`config.mk`:
```
export PLATFORM = sky130hd
export DESIGN_NAME = aligned_region_bitmap_allocator_core
export DESIGN_NICKNAME = d
export VERILOG_FILES = /design/src/rtl/core/arba_pkg.sv /design/src/rtl/core/arba_map_ram.sv /design/src/rtl/core/arba_slot_find.sv /design/src/rtl/core/arba_ctrl.sv /design/src/rtl/core/aligned_region_bitmap_allocator_core.sv
export SDC_FILE = /design/constraint.sdc
export NUM_CORES = 2
export LEC_CHECK = 0
export BUFFER_PORTS_ARGS = -buffer_cell sky130_fd_sc_hd__buf_2
export CAP_MARGIN = 20
export CELL_PAD_IN_SITES_DETAIL_PLACEMENT = 0
export CELL_PAD_IN_SITES_GLOBAL_PLACEMENT = 2
export CORE_MARGIN = 2
export CORE_UTILIZATION = 45
export CTS_BUF_LIST = sky130_fd_sc_hd__clkbuf_4 sky130_fd_sc_hd__clkbuf_8 sky130_fd_sc_hd__clkbuf_16
export CTS_CLUSTER_SIZE = 30
export DETAILED_ROUTE_END_ITERATION = 10
export PLACE_DENSITY = 0.81
export REMOVE_ABC_BUFFERS = 1
export SETUP_SLACK_MARGIN = 0.02
export SYNTH_ARGS = -nofsm -noshare
export SYNTH_HDL_FRONTEND = slang
export SYNTH_SLANG_ARGS = --single-unit
export TNS_END_PERCENT = 5
```
`constraint.sdc`:
```
create_clock -name clock -period 14.2 [get_ports clock]
set_clock_uncertainty 0.1 [all_clocks]
set_input_delay 2.84 -clock clock [delete_from_list [all_inputs] [get_ports clock]]
set_output_delay 2.84 -clock clock [all_outputs]
set_load 0.01 [all_outputs]
```
`src/rtl/core/arba_pkg.sv`:
```
// Shared types, codes and constants of the aligned region bitmap allocator.
`default_nettype none

package arba_pkg;

   localparam int WORD_BITS = 64;
   localparam int OFF_W = 6;
   localparam int POS_W = 10;
   localparam int BIU_W = 11;
   localparam int MAP_WORDS_DEFAULT = 16;
   localparam logic [BIU_W-1:0] BIU_RESET = 11'd1024;
   localparam logic [2:0] ORDER_MAX = 3'd6;

   typedef enum logic [1:0] {
      FUNC_FIND    = 2'd0,
      FUNC_ALLOC   = 2'd1,
      FUNC_RELEASE = 2'd2,
      FUNC_UNUSED  = 2'd3
   } func_type;

   typedef enum logic [1:0] {
      STATUS_OK      = 2'd0,
      STATUS_INVALID = 2'd1,
      STATUS_NOSPACE = 2'd2,
      STATUS_BUSY    = 2'd3
   } status_type;

   typedef enum logic [2:0] {
      ST_CLEAR,
      ST_IDLE,
      ST_SCAN,
      ST_MODIFY,
      ST_RESP
   } state_type;

   typedef struct packed {
      logic rd_en;
      logic wr_en;
   } ram_cmd_type;

   function automatic logic [WORD_BITS-1:0] region_mask(input logic [2:0] order);
      logic [WORD_BITS-1:0] m;
      begin
         unique case (order)
            3'd0: m = 64'h0000_0000_0000_0001;
            3'd1: m = 64'h0000_0000_0000_0003;
            3'd2: m = 64'h0000_0000_0000_000F;
            3'd3: m = 64'h0000_0000_0000_00FF;
            3'd4: m = 64'h0000_0000_0000_FFFF;
            3'd5: m = 64'h0000_0000_FFFF_FFFF;
            default: m = 64'hFFFF_FFFF_FFFF_FFFF;
         endcase
         return m;
      end
   endfunction

endpackage

`default_nettype wire

```
`src/rtl/core/arba_map_ram.sv`:
```
// Single-port-read, single-port-write bitmap word memory with registered read data.
`default_nettype none

module arba_map_ram #(
   parameter int DEPTH = arba_pkg::MAP_WORDS_DEFAULT,
   parameter int AW = 4
) (
   input  wire logic                           clock,
   input  wire arba_pkg::ram_cmd_type          cmd,
   input  wire logic [AW-1:0]                  rd_addr,
   input  wire logic [AW-1:0]                  wr_addr,
   input  wire logic [arba_pkg::WORD_BITS-1:0] wr_data,
   output logic      [arba_pkg::WORD_BITS-1:0] rd_data
);
   import arba_pkg::*;

   logic [WORD_BITS-1:0] mem_ff [0:DEPTH-1];
   logic [WORD_BITS-1:0] rd_data_ff;

   always_ff @(posedge clock) begin
      if (cmd.wr_en) begin
         mem_ff[wr_addr] <= wr_data;
      end
   end

   always_ff @(posedge clock) begin
      if (cmd.rd_en) begin
         rd_data_ff <= mem_ff[rd_addr];
      end
   end

   assign rd_data = rd_data_ff;

endmodule

`default_nettype wire

```
`src/rtl/core/arba_slot_find.sv`:
```
// Finds the lowest wholly free aligned slot of one bitmap word below the scan limit.
`default_nettype none

module arba_slot_find #(
   parameter int AW = 4
) (
   input  wire logic [arba_pkg::WORD_BITS-1:0] word,
   input  wire logic [2:0]                     order,
   input  wire logic [AW-1:0]                  word_idx,
   input  wire logic [arba_pkg::BIU_W-1:0]     bits_in_use,
   output logic                                hit,
   output logic      [arba_pkg::OFF_W-1:0]     offset
);
   import arba_pkg::*;

   localparam int HALF_BITS = WORD_BITS / 2;

   logic [WORD_BITS-1:0] lvl  [0:6];
   logic [WORD_BITS-1:0] cand [0:6];
   logic [WORD_BITS-1:0] sel;
   logic [WORD_BITS-1:0] lim_mask;
   logic [WORD_BITS-1:0] avail;
   logic [BIU_W-1:0]     wi;
   logic [BIU_W-1:0]     lw;

   always_comb begin
      lvl[0] = ~word;
      for (int k = 1; k < 7; k++) begin
         lvl[k] = '0;
         for (int j = 0; j < HALF_BITS; j++) begin
            lvl[k][j] = lvl[k-1][2*j] & lvl[k-1][2*j+1];
         end
      end
      for (int k = 0; k < 7; k++) begin
         cand[k] = '0;
         for (int b = 0; b < WORD_BITS; b++) begin
            if ((b & ((1 << k) - 1)) == 0) begin
               cand[k][b] = lvl[k][b >> k];
            end
         end
      end
   end

   always_comb begin
      case (order)
         3'd0: sel = cand[0];
         3'd1: sel = cand[1];
         3'd2: sel = cand[2];
         3'd3: sel = cand[3];
         3'd4: sel = cand[4];
         3'd5: sel = cand[5];
         default: sel = cand[6];
      endcase
   end

   always_comb begin
      wi = BIU_W'(word_idx);
      lw = BIU_W'(bits_in_use[BIU_W-1:OFF_W]);
      if (wi < lw) begin
         lim_mask = '1;
      end else if (wi == lw) begin
         lim_mask = (64'd1 << bits_in_use[OFF_W-1:0]) - 64'd1;
      end else begin
         lim_mask = '0;
      end
      avail = sel & lim_mask;
   end

   always_comb begin
      offset = '0;
      for (int b = WORD_BITS - 1; b >= 0; b--) begin
         if (avail[b]) begin
            offset = OFF_W'(b);
         end
      end
      hit = |avail;
   end

endmodule

`default_nettype wire

```
`src/rtl/core/arba_ctrl.sv`:
```
// Request sequencer: clearing pass, word scan, read-modify-write and result register.
`default_nettype none

module arba_ctrl #(
   parameter int MAP_WORDS = arba_pkg::MAP_WORDS_DEFAULT,
   parameter int AW = 4
) (
   input  wire logic                           clock,
   input  wire logic                           reset,
   input  wire logic                           req_valid,
   output logic                                req_stall,
   input  wire logic [1:0]                     req_func,
   input  wire logic [2:0]                     req_order,
   input  wire logic [arba_pkg::POS_W-1:0]     req_position,
   input  wire logic [arba_pkg::BIU_W-1:0]     bits_in_use,
   output arba_pkg::ram_cmd_type               ram_cmd,
   output logic      [AW-1:0]                  ram_rd_addr,
   output logic      [AW-1:0]                  ram_wr_addr,
   output logic      [arba_pkg::WORD_BITS-1:0] ram_wr_data,
   input  wire logic [arba_pkg::WORD_BITS-1:0] ram_rd_data,
   input  wire logic                           find_hit,
   input  wire logic [arba_pkg::OFF_W-1:0]     find_offset,
   output logic      [AW-1:0]                  find_word_idx,
   output logic      [2:0]                     find_order,
   output logic                                rsp_valid,
   input  wire logic                           rsp_stall,
   output logic      [1:0]                     rsp_status,
   output logic      [arba_pkg::POS_W-1:0]     rsp_found_position
);
   import arba_pkg::*;

   localparam logic [BIU_W-1:0] MAP_WORDS_W = BIU_W'(MAP_WORDS);
   localparam logic [AW-1:0] LAST_ADDR = AW'(MAP_WORDS - 1);

   state_type            state_ff, state_in;
   logic [AW-1:0]        addr_ff, addr_in;
   logic [1:0]           op_ff, op_in;
   logic [2:0]           order_ff, order_in;
   logic [WORD_BITS-1:0] mask_ff, mask_in;
   logic [1:0]           pend_status_ff, pend_status_in;
   logic [POS_W-1:0]     pend_found_ff, pend_found_in;
   logic                 rsp_valid_ff, rsp_valid_in;
   logic [1:0]           rsp_status_ff, rsp_status_in;
   logic [POS_W-1:0]     rsp_found_ff, rsp_found_in;

   logic                 word_exists;
   logic [AW-1:0]        req_addr;
   logic [BIU_W-1:0]     next_idx;
   logic [BIU_W-1:0]     lim_ceil;
   logic                 scan_last;

   always_ff @(posedge clock) begin
      if (reset) begin
         state_ff     <= ST_CLEAR;
         addr_ff      <= '0;
         rsp_valid_ff <= 1'b0;
      end else begin
         state_ff     <= state_in;
         addr_ff      <= addr_in;
         rsp_valid_ff <= rsp_valid_in;
      end
   end

   always_ff @(posedge clock) begin
      op_ff          <= op_in;
      order_ff       <= order_in;
      mask_ff        <= mask_in;
      pend_status_ff <= pend_status_in;
      pend_found_ff  <= pend_found_in;
      rsp_status_ff  <= rsp_status_in;
      rsp_found_ff   <= rsp_found_in;
   end

   always_comb begin
      word_exists = BIU_W'(req_position[POS_W-1:OFF_W]) < MAP_WORDS_W;
      req_addr    = AW'(req_position[POS_W-1:OFF_W]);
      next_idx    = BIU_W'(addr_ff) + BIU_W'(1);
      lim_ceil    = BIU_W'(bits_in_use[BIU_W-1:OFF_W]) + BIU_W'(|bits_in_use[OFF_W-1:0]);
      scan_last   = (next_idx >= MAP_WORDS_W) || (next_idx >= lim_ceil);
   end

   always_comb begin
      state_in       = state_ff;
      addr_in        = addr_ff;
      op_in          = op_ff;
      order_in       = order_ff;
      mask_in        = mask_ff;
      pend_status_in = pend_status_ff;
      pend_found_in  = pend_found_ff;
      rsp_valid_in   = rsp_valid_ff & rsp_stall;
      rsp_status_in  = rsp_status_ff;
      rsp_found_in   = rsp_found_ff;
      ram_cmd        = '0;
      ram_rd_addr    = addr_ff;
      ram_wr_addr    = addr_ff;
      ram_wr_data    = '0;
      req_stall      = 1'b1;

      unique case (state_ff)
         ST_CLEAR: begin
            ram_cmd.wr_en = 1'b1;
            if (addr_ff == LAST_ADDR) begin
               addr_in  = '0;
               state_in = ST_IDLE;
            end else begin
               addr_in = addr_ff + AW'(1);
            end
         end
         ST_IDLE: begin
            req_stall = 1'b0;
            if (req_valid) begin
               op_in          = req_func;
               order_in       = req_order;
               mask_in        = region_mask(req_order) << req_position[OFF_W-1:0];
               pend_found_in  = '0;
               pend_status_in = STATUS_OK;
               unique case (req_func)
                  FUNC_FIND: begin
                     if (req_order > ORDER_MAX) begin
                        pend_status_in = STATUS_INVALID;
                        state_in       = ST_RESP;
                     end else begin
                        ram_cmd.rd_en = 1'b1;
                        ram_rd_addr   = '0;
                        addr_in       = '0;
                        state_in      = ST_SCAN;
                     end
                  end
                  FUNC_ALLOC: begin
                     if (req_order > ORDER_MAX) begin
                        pend_status_in = STATUS_INVALID;
                        state_in       = ST_RESP;
                     end else if (!word_exists) begin
                        pend_status_in = STATUS_BUSY;
                        state_in       = ST_RESP;
                     end else begin
                        ram_cmd.rd_en = 1'b1;
                        ram_rd_addr   = req_addr;
                        addr_in       = req_addr;
                        state_in      = ST_MODIFY;
                     end
                  end
                  FUNC_RELEASE: begin
                     if (req_order > ORDER_MAX || !word_exists) begin
                        state_in = ST_RESP;
                     end else begin
                        ram_cmd.rd_en = 1'b1;
                        ram_rd_addr   = req_addr;
                        addr_in       = req_addr;
                        state_in      = ST_MODIFY;
                     end
                  end
                  default: begin
                     pend_status_in = STATUS_INVALID;
                     state_in       = ST_RESP;
                  end
               endcase
            end
         end
         ST_SCAN: begin
            if (find_hit) begin
               ram_cmd.wr_en  = 1'b1;
               ram_wr_data    = ram_rd_data | (region_mask(order_ff) << find_offset);
               pend_status_in = STATUS_OK;
               pend_found_in  = POS_W'({addr_ff, find_offset});
               state_in       = ST_RESP;
            end else if (scan_last) begin
               pend_status_in = STATUS_NOSPACE;
               state_in       = ST_RESP;
            end else begin
               ram_cmd.rd_en = 1'b1;
               ram_rd_addr   = addr_ff + AW'(1);
               addr_in       = addr_ff + AW'(1);
            end
         end
         ST_MODIFY: begin
            if (op_ff == FUNC_ALLOC) begin
               if ((ram_rd_data & mask_ff) != '0) begin
                  pend_status_in = STATUS_BUSY;
               end else begin
                  ram_cmd.wr_en = 1'b1;
                  ram_wr_data   = ram_rd_data | mask_ff;
               end
            end else begin
               ram_cmd.wr_en = 1'b1;
               ram_wr_data   = ram_rd_data & ~mask_ff;
            end
            state_in = ST_RESP;
         end
         ST_RESP: begin
            if (!rsp_valid_ff || !rsp_stall) begin
               rsp_valid_in  = 1'b1;
               rsp_status_in = pend_status_ff;
               rsp_found_in  = pend_found_ff;
               state_in      = ST_IDLE;
            end
         end
         default: begin
            state_in = ST_IDLE;
         end
      endcase
   end

   assign find_word_idx      = addr_ff;
   assign find_order         = order_ff;
   assign rsp_valid          = rsp_valid_ff;
   assign rsp_status         = rsp_status_ff;
   assign rsp_found_position = rsp_found_ff;

endmodule

`default_nettype wire

```
`src/rtl/core/aligned_region_bitmap_allocator_core.sv`:
```
// Top level of the aligned power-of-two region allocator over a word bitmap.
//
// Requests arrive on the req_ channel (func, order, position) and each gives
// exactly one beat on the rsp_ channel (status, found_position). Both channels
// accept a beat at a rising clock edge with valid high and stall low.
// The bits_in_use register is written through csr_write_enable and
// csr_write_data and limits where a find may start a region.
// One request is worked on at a time. A find reads one bitmap word per cycle
// from word 0 until it finds a free slot or reaches the last word of the map
// or of the scan limit. Allocate and release read the addressed word, write
// it back unless an allocate finds the region busy, and load the response;
// rejected requests go straight to the response load.
// After reset the bitmap memory is swept to all-free, one word per cycle,
// while req_stall stays high; csr writes are taken.
// The response sits in an output register; a stalled beat holds its payload,
// and a finished request waits in the response state until the receiver takes the beat.
`default_nettype none

module aligned_region_bitmap_allocator_core #(
   parameter int MAP_WORDS = arba_pkg::MAP_WORDS_DEFAULT
) (
   input  wire logic                       clock,
   input  wire logic                       reset,
   input  wire logic                       req_valid,
   output logic                            req_stall,
   input  wire logic [1:0]                 req_func,
   input  wire logic [2:0]                 req_order,
   input  wire logic [arba_pkg::POS_W-1:0] req_position,
   output logic                            rsp_valid,
   input  wire logic                       rsp_stall,
   output logic      [1:0]                 rsp_status,
   output logic      [arba_pkg::POS_W-1:0] rsp_found_position,
   input  wire logic                       csr_write_enable,
   input  wire logic [arba_pkg::BIU_W-1:0] csr_write_data
);
   import arba_pkg::*;

   localparam int AW = (MAP_WORDS > 1) ? $clog2(MAP_WORDS) : 1;

   logic [BIU_W-1:0]     bits_in_use_ff;
   ram_cmd_type          ram_cmd;
   logic [AW-1:0]        ram_rd_addr;
   logic [AW-1:0]        ram_wr_addr;
   logic [WORD_BITS-1:0] ram_wr_data;
   logic [WORD_BITS-1:0] ram_rd_data;
   logic                 find_hit;
   logic [OFF_W-1:0]     find_offset;
   logic [AW-1:0]        find_word_idx;
   logic [2:0]           find_order;

   always_ff @(posedge clock) begin
      if (reset) begin
         bits_in_use_ff <= BIU_RESET;
      end else if (csr_write_enable) begin
         bits_in_use_ff <= csr_write_data;
      end
   end

   arba_map_ram #(
      .DEPTH (MAP_WORDS),
      .AW    (AW)
   ) u_map_ram (
      .clock   (clock),
      .cmd     (ram_cmd),
      .rd_addr (ram_rd_addr),
      .wr_addr (ram_wr_addr),
      .wr_data (ram_wr_data),
      .rd_data (ram_rd_data)
   );

   arba_slot_find #(
      .AW (AW)
   ) u_slot_find (
      .word        (ram_rd_data),
      .order       (find_order),
      .word_idx    (find_word_idx),
      .bits_in_use (bits_in_use_ff),
      .hit         (find_hit),
      .offset      (find_offset)
   );

   arba_ctrl #(
      .MAP_WORDS (MAP_WORDS),
      .AW        (AW)
   ) u_ctrl (
      .clock              (clock),
      .reset              (reset),
      .req_valid          (req_valid),
      .req_stall          (req_stall),
      .req_func           (req_func),
      .req_order          (req_order),
      .req_position       (req_position),
      .bits_in_use        (bits_in_use_ff),
      .ram_cmd            (ram_cmd),
      .ram_rd_addr        (ram_rd_addr),
      .ram_wr_addr        (ram_wr_addr),
      .ram_wr_data        (ram_wr_data),
      .ram_rd_data        (ram_rd_data),
      .find_hit           (find_hit),
      .find_offset        (find_offset),
      .find_word_idx      (find_word_idx),
      .find_order         (find_order),
      .rsp_valid          (rsp_valid),
      .rsp_stall          (rsp_stall),
      .rsp_status         (rsp_status),
      .rsp_found_position (rsp_found_position)
   );

endmodule

`default_nettype wire

```
Yosys cells after proc, flatten, opt, wreduce, memory -nomap -nowiden. Memories as Yosys holds them, arrays and structs flattened. A register that Yosys moved wholly into a read port is not among the register bits. Index checks and enable logic that the tools add are counted.

Memories: 1. Output and inout bits: 14. Bits in registers: 112. Input bits: 31. Logic and storage cells: 263. Memory bits (writable): 1024.

Shifts and indexed selects: 3. Eq/ne operators: 26. $lt $le $gt $ge: 4. Add/subtract/negate cells: 4. Muxes and demuxes: 121. Bitwise logic cells: 71. Reduce and logical (&&, ||, !) cells: 22.

Memories: u_map_ram.mem_ff (words 16, width 64, read ports 1, clocked after memory_dff 1, write ports 1, RTL line arba_map_ram.sv:17) `logic [WORD_BITS-1:0] mem_ff [0:DEPTH-1];`.

Operators by type and width (number): $pmux W64 S6 (3); $mux W64 (9); $mux W6 (64); $and A64 B64 Y64 (3); $not A64 Y64 (2); $or A64 B64 Y64 (2); $pmux W64 S2 (1); $shl A64 B6 Y64 (2); $and A1 B1 Y1 (64); $reduce_bool A64 Y1 (1); $reduce_or A64 Y1 (1); $shl A1 B6 Y64 const A (1); $sub A64 B1 Y64 const B (1); $mux W4 (6); $mux W3 (7); $mux W10 (2); $pmux W10 S2 (1); $eq A3 B2 Y1 const B (6); $pmux W4 S2 (2); $eq A3 B3 Y1 const B (5); $pmux W3 S5 (1); $mux W1 (14); $pmux W4 S3 (1); $ge A11 B11 Y1 (1); 33 further kinds (51).

Longest topological paths before layout.
Word-level depth: 77. Gate-level depth with buffers: 24. Depth with buffers taken out: 18.

By module. A second synthesis with hierarchy kept.

Cells, all modules: 3630. Area, all modules: 54163.2 µm².

Modules (own cells, without submodules): arba_map_ram (times used 1, cells an instance 1647, sequential area each 32671.3 µm², area an instance 40223.6 µm²); arba_ctrl (times used 1, cells an instance 1262, sequential area each 2952.8 µm², area an instance 9491.6 µm²); arba_slot_find (times used 1, cells an instance 686, sequential area each 0.0 µm², area an instance 4057.6 µm²); aligned_region_bitmap_allocator_core (times used 1, cells an instance 35, sequential area each 220.2 µm², area an instance 390.4 µm²).

Least setup slack after synthesis. Ideal clock, no wire load.

Path type: register -> register. Start: register bits_in_use_ff[2]. End: memory u_map_ram.mem_ff[11][0], enable pin. Cell stages (with the launch flop): 17. Period minus slack after synthesis: 10.669 ns. Setup slack: 3.531 ns. Arrival: 9.925 ns. Data required time: 13.456 ns. Library setup time: 0.644 ns. Buffers on the path: 4. Cell sequence: dfxtp_1 buf_2 or4_1 or3b_2 ha_1 buf_1 clkbuf_1 nor4_1 o21ai_0 a221o_1 and4_1 nand3_1 nand4b_1 o21ai_0 clkbuf_1 o311a_1 nor4_1.

Word-level cells in the longest chain between the ends: 10.

RTL lines: start, declared (RTL line aligned_region_bitmap_allocator_core.sv:40) `logic [BIU_W-1:0] bits_in_use_ff;`; start signal, assigned (RTL line aligned_region_bitmap_allocator_core.sv:55) `bits_in_use_ff <= csr_write_data;`; $shl A1 B6 Y64 (RTL line arba_slot_find.sv:62) `lim_mask = (64'd1 << bits_in_use[OFF_W-1:0]) - 64'd1;`; $sub A64 B1 Y64 (RTL line arba_slot_find.sv:62); $mux W64 (RTL line arba_slot_find.sv:61) `end else if (wi == lw) begin`; $mux W64 (RTL line arba_slot_find.sv:59) `if (wi < lw) begin`; $and A64 B64 Y64 (RTL line arba_slot_find.sv:66) `avail = sel & lim_mask;`; $reduce_or A64 Y1 (RTL line arba_slot_find.sv:76) `hit = |avail;`; $mux W1 (RTL line arba_ctrl.sv:161) `if (find_hit) begin`; $pmux W1 S3 (RTL line arba_ctrl.sv:99) `unique case (state_ff)`; $mux W1 (RTL line arba_map_ram.sv:21) `if (cmd.wr_en) begin`; $mux W1 (not written as such) (RTL line arba_map_ram.sv:22) `mem_ff[wr_addr] <= wr_data;`; end, declared (RTL line arba_map_ram.sv:17).

No other way between the ends.

Final worst setup path.
Start: register bits_in_use_ff[2]. End: register u_map_ram.rd_data_ff[5] (netlist: u_map_ram.rd_data[5]) (read register of u_map_ram.mem_ff), data pin.

Word-level cells in the longest chain between the ends: 8. Elaborated cells between the ends (all ways): 16. Those cells by class: add/sub: 2; order compare: 1; shift: 1; mux: 8; bitwise: 1; reduce/logical: 3.

RTL lines: $shl A1 B6 Y64 (RTL line arba_slot_find.sv:62); $sub A64 B1 Y64 (RTL line arba_slot_find.sv:62); $mux W64 (RTL line arba_slot_find.sv:61); $mux W64 (RTL line arba_slot_find.sv:59); $and A64 B64 Y64 (RTL line arba_slot_find.sv:66); $reduce_or A64 Y1 (RTL line arba_slot_find.sv:76); $mux W4 or $mux W1 (tied branches); $pmux W4 S2 or $pmux W1 S2 (tied branches) (RTL line arba_ctrl.sv:99); end, declared (RTL line arba_map_ram.sv:18) `logic [WORD_BITS-1:0] rd_data_ff;`.

Parallel ways exist; a longest one is shown, timed or not. A chain may end at the register's enable or synchronous reset.

==> impl_metrics.py <==
metrics = {
    "setup_path": {
        "timing.rr.end": "u_map_ram.rd_data[5]",
        "crit_arrival_ns": 8.11,
        "path_common_cell": "buf_4",
        "rr_worst_depth": 20,
        "worst_setup_path_start_kind": "register",
        "cp-end-kind": "register",
        "path_class": "reg2reg",
        "crit_path_max_fanout": 170,
        "cp.buffers_inverters": 4,
        "critPathSlowestCell": "buf_12",
        "cp_data_required_time_ns": 14.57,
        "crit_family": "compound AO/OA/AOI/OAI gates",
        "crit_path_max_incr_delay_ns": 0.73,
        "startpoint": "bits_in_use_ff[2]",
        "r2r-start": "bits_in_use_ff[2]",
        "r2r_setup_slack_ns": 6.46,
        "path_cells": "buf_4, or4_1, or3b_2, ha_1, buf_4, nand2_1, a21oi_1, o2111a_1, a211o_1, a221oi_2, and4_1, nand4b_1, o31ai_1, a22o_4, buf_4, buf_12, mux2i_1, a22oi_1, nand2_1, o311ai_1",
    },
    "run": {
        "drv_cap": 0,
    },
    "place": {
        "hpwl_mm": 104,
        "numPlacedInstances": 5969,
        "io_buffers": 44,
        "globalplace.congestion": 0.976,
    },
    "power_and_ir_drop": {
        "p_sw_w": 0.00183,
        "internal_power_w": 0.00593,
        "p_sw_frac": 0.236,
        "p_seq_frac": 0.506,
        "powerDensity_nw_per_um2": 128,
        "power_frac_comb": 0.081,
        "p_leak_nw": 19.8,
        "ir_drop_v": 0.000122,
        "p_clk_frac": 0.413,
    },
    "floorplan": {
        "die-area_sq_um": 124000,
        "core_sq_um": 120000,
        "start_util": 0.454,
        "fp.dieH_um": 352,
        "ios": 45,
        "rows": 127,
        "die_w_um": 352,
    },
    "grt": {
        "grt_pass1_wl_mm": 257,
        "antenna_found_initial": 9,
        "grt_pass1_vias": 36700,
        "top_usage_layer": "met2",
        "use_met2": 0.426,
        "grt_start_max_net_pins": 194,
        "use_met1": 0.406,
        "use_met3": 0.0475,
        "grt_usage": 0.280,
        "overflow": 0,
    },
    "clock_network": {
        "post_cts_buffers": 0,
        "cts.sinks": 1200,
        "path_clk_slew_ns": 0.06,
        "cts_root_buf": "clkbuf_16",
        "cts_resized": 0,
        "cts_tree": "done",
        "holdBufCountCts": 0,
        "cts_buffer_depth": 3,
        "h-tree-depth": 4,
        "cts-buffers-inserted": 131,
        "clock_latency_ns": 0.76,
    },
    "routing": {
        "wl_mm": 178,
        "drt_iter0_markers": 5492,
        "first_pass_iters": 6,
        "viasPerCell": 6.33,
        "drc": 0,
        "num_vias": 39300,
        "wire_per_inst_um": 28.7,
        "drt.antenna.violating_nets": 0,
    },
    "timing": {
        "worst_pin_slew_ns": 1.22,
        "max_freq_mhz": 129,
        "drv_slew": 0,
        "fin_crit_sh": 0.545,
        "setup_violations": 0,
        "holdWs_ns": 0.313,
        "hold_viol_final": 0,
        "rsz0062_at_grt": "no",
        "max_slew_margin": 0.177,
        "fin_crit_ns": 7.74,
    },
    "layout": {
        "syn2layout_area_growth_pct": 11.1,
        "final_cells": 6212,
        "regArea_sq_um": 35800,
        "layout.nets": 4554,
        "fill_cells": 10500,
        "final_common_cell": "edfxtp_1",
        "final_cell_mix": "1181 x edfxtp_1, 858 x nand2_1, 382 x a21oi_1, 194 x nor2_1, 182 x o21ai_0",
        "n_antenna_cell": 0,
        "drive_gt1_frac": 0.0983,
        "multi_input_area_sq_um": 17300,
    },
    "synth": {
        "syn_area_sq_um": 54500,
        "syn_area_per_cell_sq_um": 12.0,
        "ys_ff_latch": 1200,
        "ys_seq_area_frac": 0.658,
        "synth_flop_cell": "edfxtp_1",
        "synth_edf_count": 1181,
        "ys.warnings.count": 0,
        "ys_async_sr_fraction": 0,
        "synth.distinct_cells": 96,
        "synthCells": 4539,
    },
    "hold_path": {
        "hp-class": "reg2reg",
        "hold_end": "u_ctrl.rsp_found_position[8]",
        "hp-start": "u_ctrl.pend_found_ff[8]",
        "hold_path_depth": 0,
    },
    "outcome": {
        "status": "finished clean",
    },
}
## per-layer routing
layer	share of wire	vias to the layer above
li1	-	17400
met1	0.44	19800
met2	0.45	1797
met3	0.081	363
met4	0.033	16
met5	0.00061	-
## registers in the layout, summed over array words and instances (netlist names)
| name | cells |
|---|---|
| bits_in_use_ff | 11 |
| u_ctrl.find_order | 3 |
| u_ctrl.find_word_idx | 4 |
| u_ctrl.mask_ff | 64 |
| u_ctrl.op_ff | 2 |
| u_ctrl.pend_found_ff | 10 |
| u_ctrl.pend_status_ff | 2 |
| u_ctrl.rsp_found_position | 10 |
| u_ctrl.rsp_status | 2 |
| u_ctrl.rsp_valid | 1 |
| u_ctrl.state_ff | 3 |
| u_map_ram.mem_ff | 1024 |
| u_map_ram.rd_data | 64 |
## worst max-delay path by stage
stage	cells after the start	end	slack (ns)
final	20	u_map_ram.rd_data[5]	6.46
after global routing	20	u_map_ram.rd_data[37]	6.05
after CTS	20	u_map_ram.rd_data[8]	6.59
after detailed placement	17	u_map_ram.rd_data[19]	6.49
after global placement	17	u_map_ram.rd_data[8]	6.61
after floorplan	9	u_map_ram.rd_data[62]	-3.16
## through the flow
stage / TNS [ns] / total power (W) / instance area, sq um / setup WS, ns / util
final: 0 / 0.00776 / 60500 / 6.46 / 0.505
after CTS: 0 / 0.00780 / 60400 / 6.59 / 0.504
after detailed placement: 0 / 0.00462 / 56400 / 6.49 / 0.470
after global placement: 0 / 0.00462 / 56400 / 6.61 / 0.470
after global routing: 0 / 0.00800 / 60500 / 6.05 / 0.505
after floorplan: -189.21 / 0.00454 / 53100 / -3.16 / -
## Yosys cell counts, drive strengths merged, types with 81 or more instances
cell type	count	area, sq um
clkbuf	212	798
buf	122	594
nor2	198	743
a22oi	94	711
a21oi	382	1910
and3	82	513
a32oi	128	1120
edfxtp	1181	35500
nand3	109	546
o21ai	210	1060
nand2	859	3220
mux2i	81	811
## logic make-up (layout without fill, tap and decap cells)
| logic type | after synthesis | count (layout) | synth area share |
|---|---|---|---|
| fa+ha+maj | 23 | 23 | 0.00519 |
| buf+inv | 374 | 435 | 0.0283 |
| xor+xnor | 15 | 15 | 0.00241 |
| simple gates | 1509 | 1509 | 0.124 |
| compound gates | 1328 | 1328 | 0.165 |
| mux | 90 | 90 | 0.0167 |
| flops | 1200 | 1200 | 0.658 |
## power by group through the flow
stage / Clock [W] / Sequential (W) / Combinational (W)
after CTS: 0.00326 / 0.00392 / 0.000621
after floorplan: 0 / 0.00401 / 0.000531
after global routing: 0.00338 / 0.00393 / 0.000684
final: 0.00321 / 0.00392 / 0.000627
after detailed placement: 0 / 0.00400 / 0.000620
after global placement: 0 / 0.00400 / 0.000619
## layout make-up
type / instances / area share
Clock buffer: 169 / 0.0592
Clock inverter: 62 / 0.00711
Inverter: 40 / 0.00248
Multi-Input combinational cell: 2965 / 0.285
Sequential cell: 1200 / 0.592
Tap cell: 1612 / 0.0333
Timing Repair Buffer: 164 / 0.0205
Note: power is estimated with default switching activity, not from simulation.
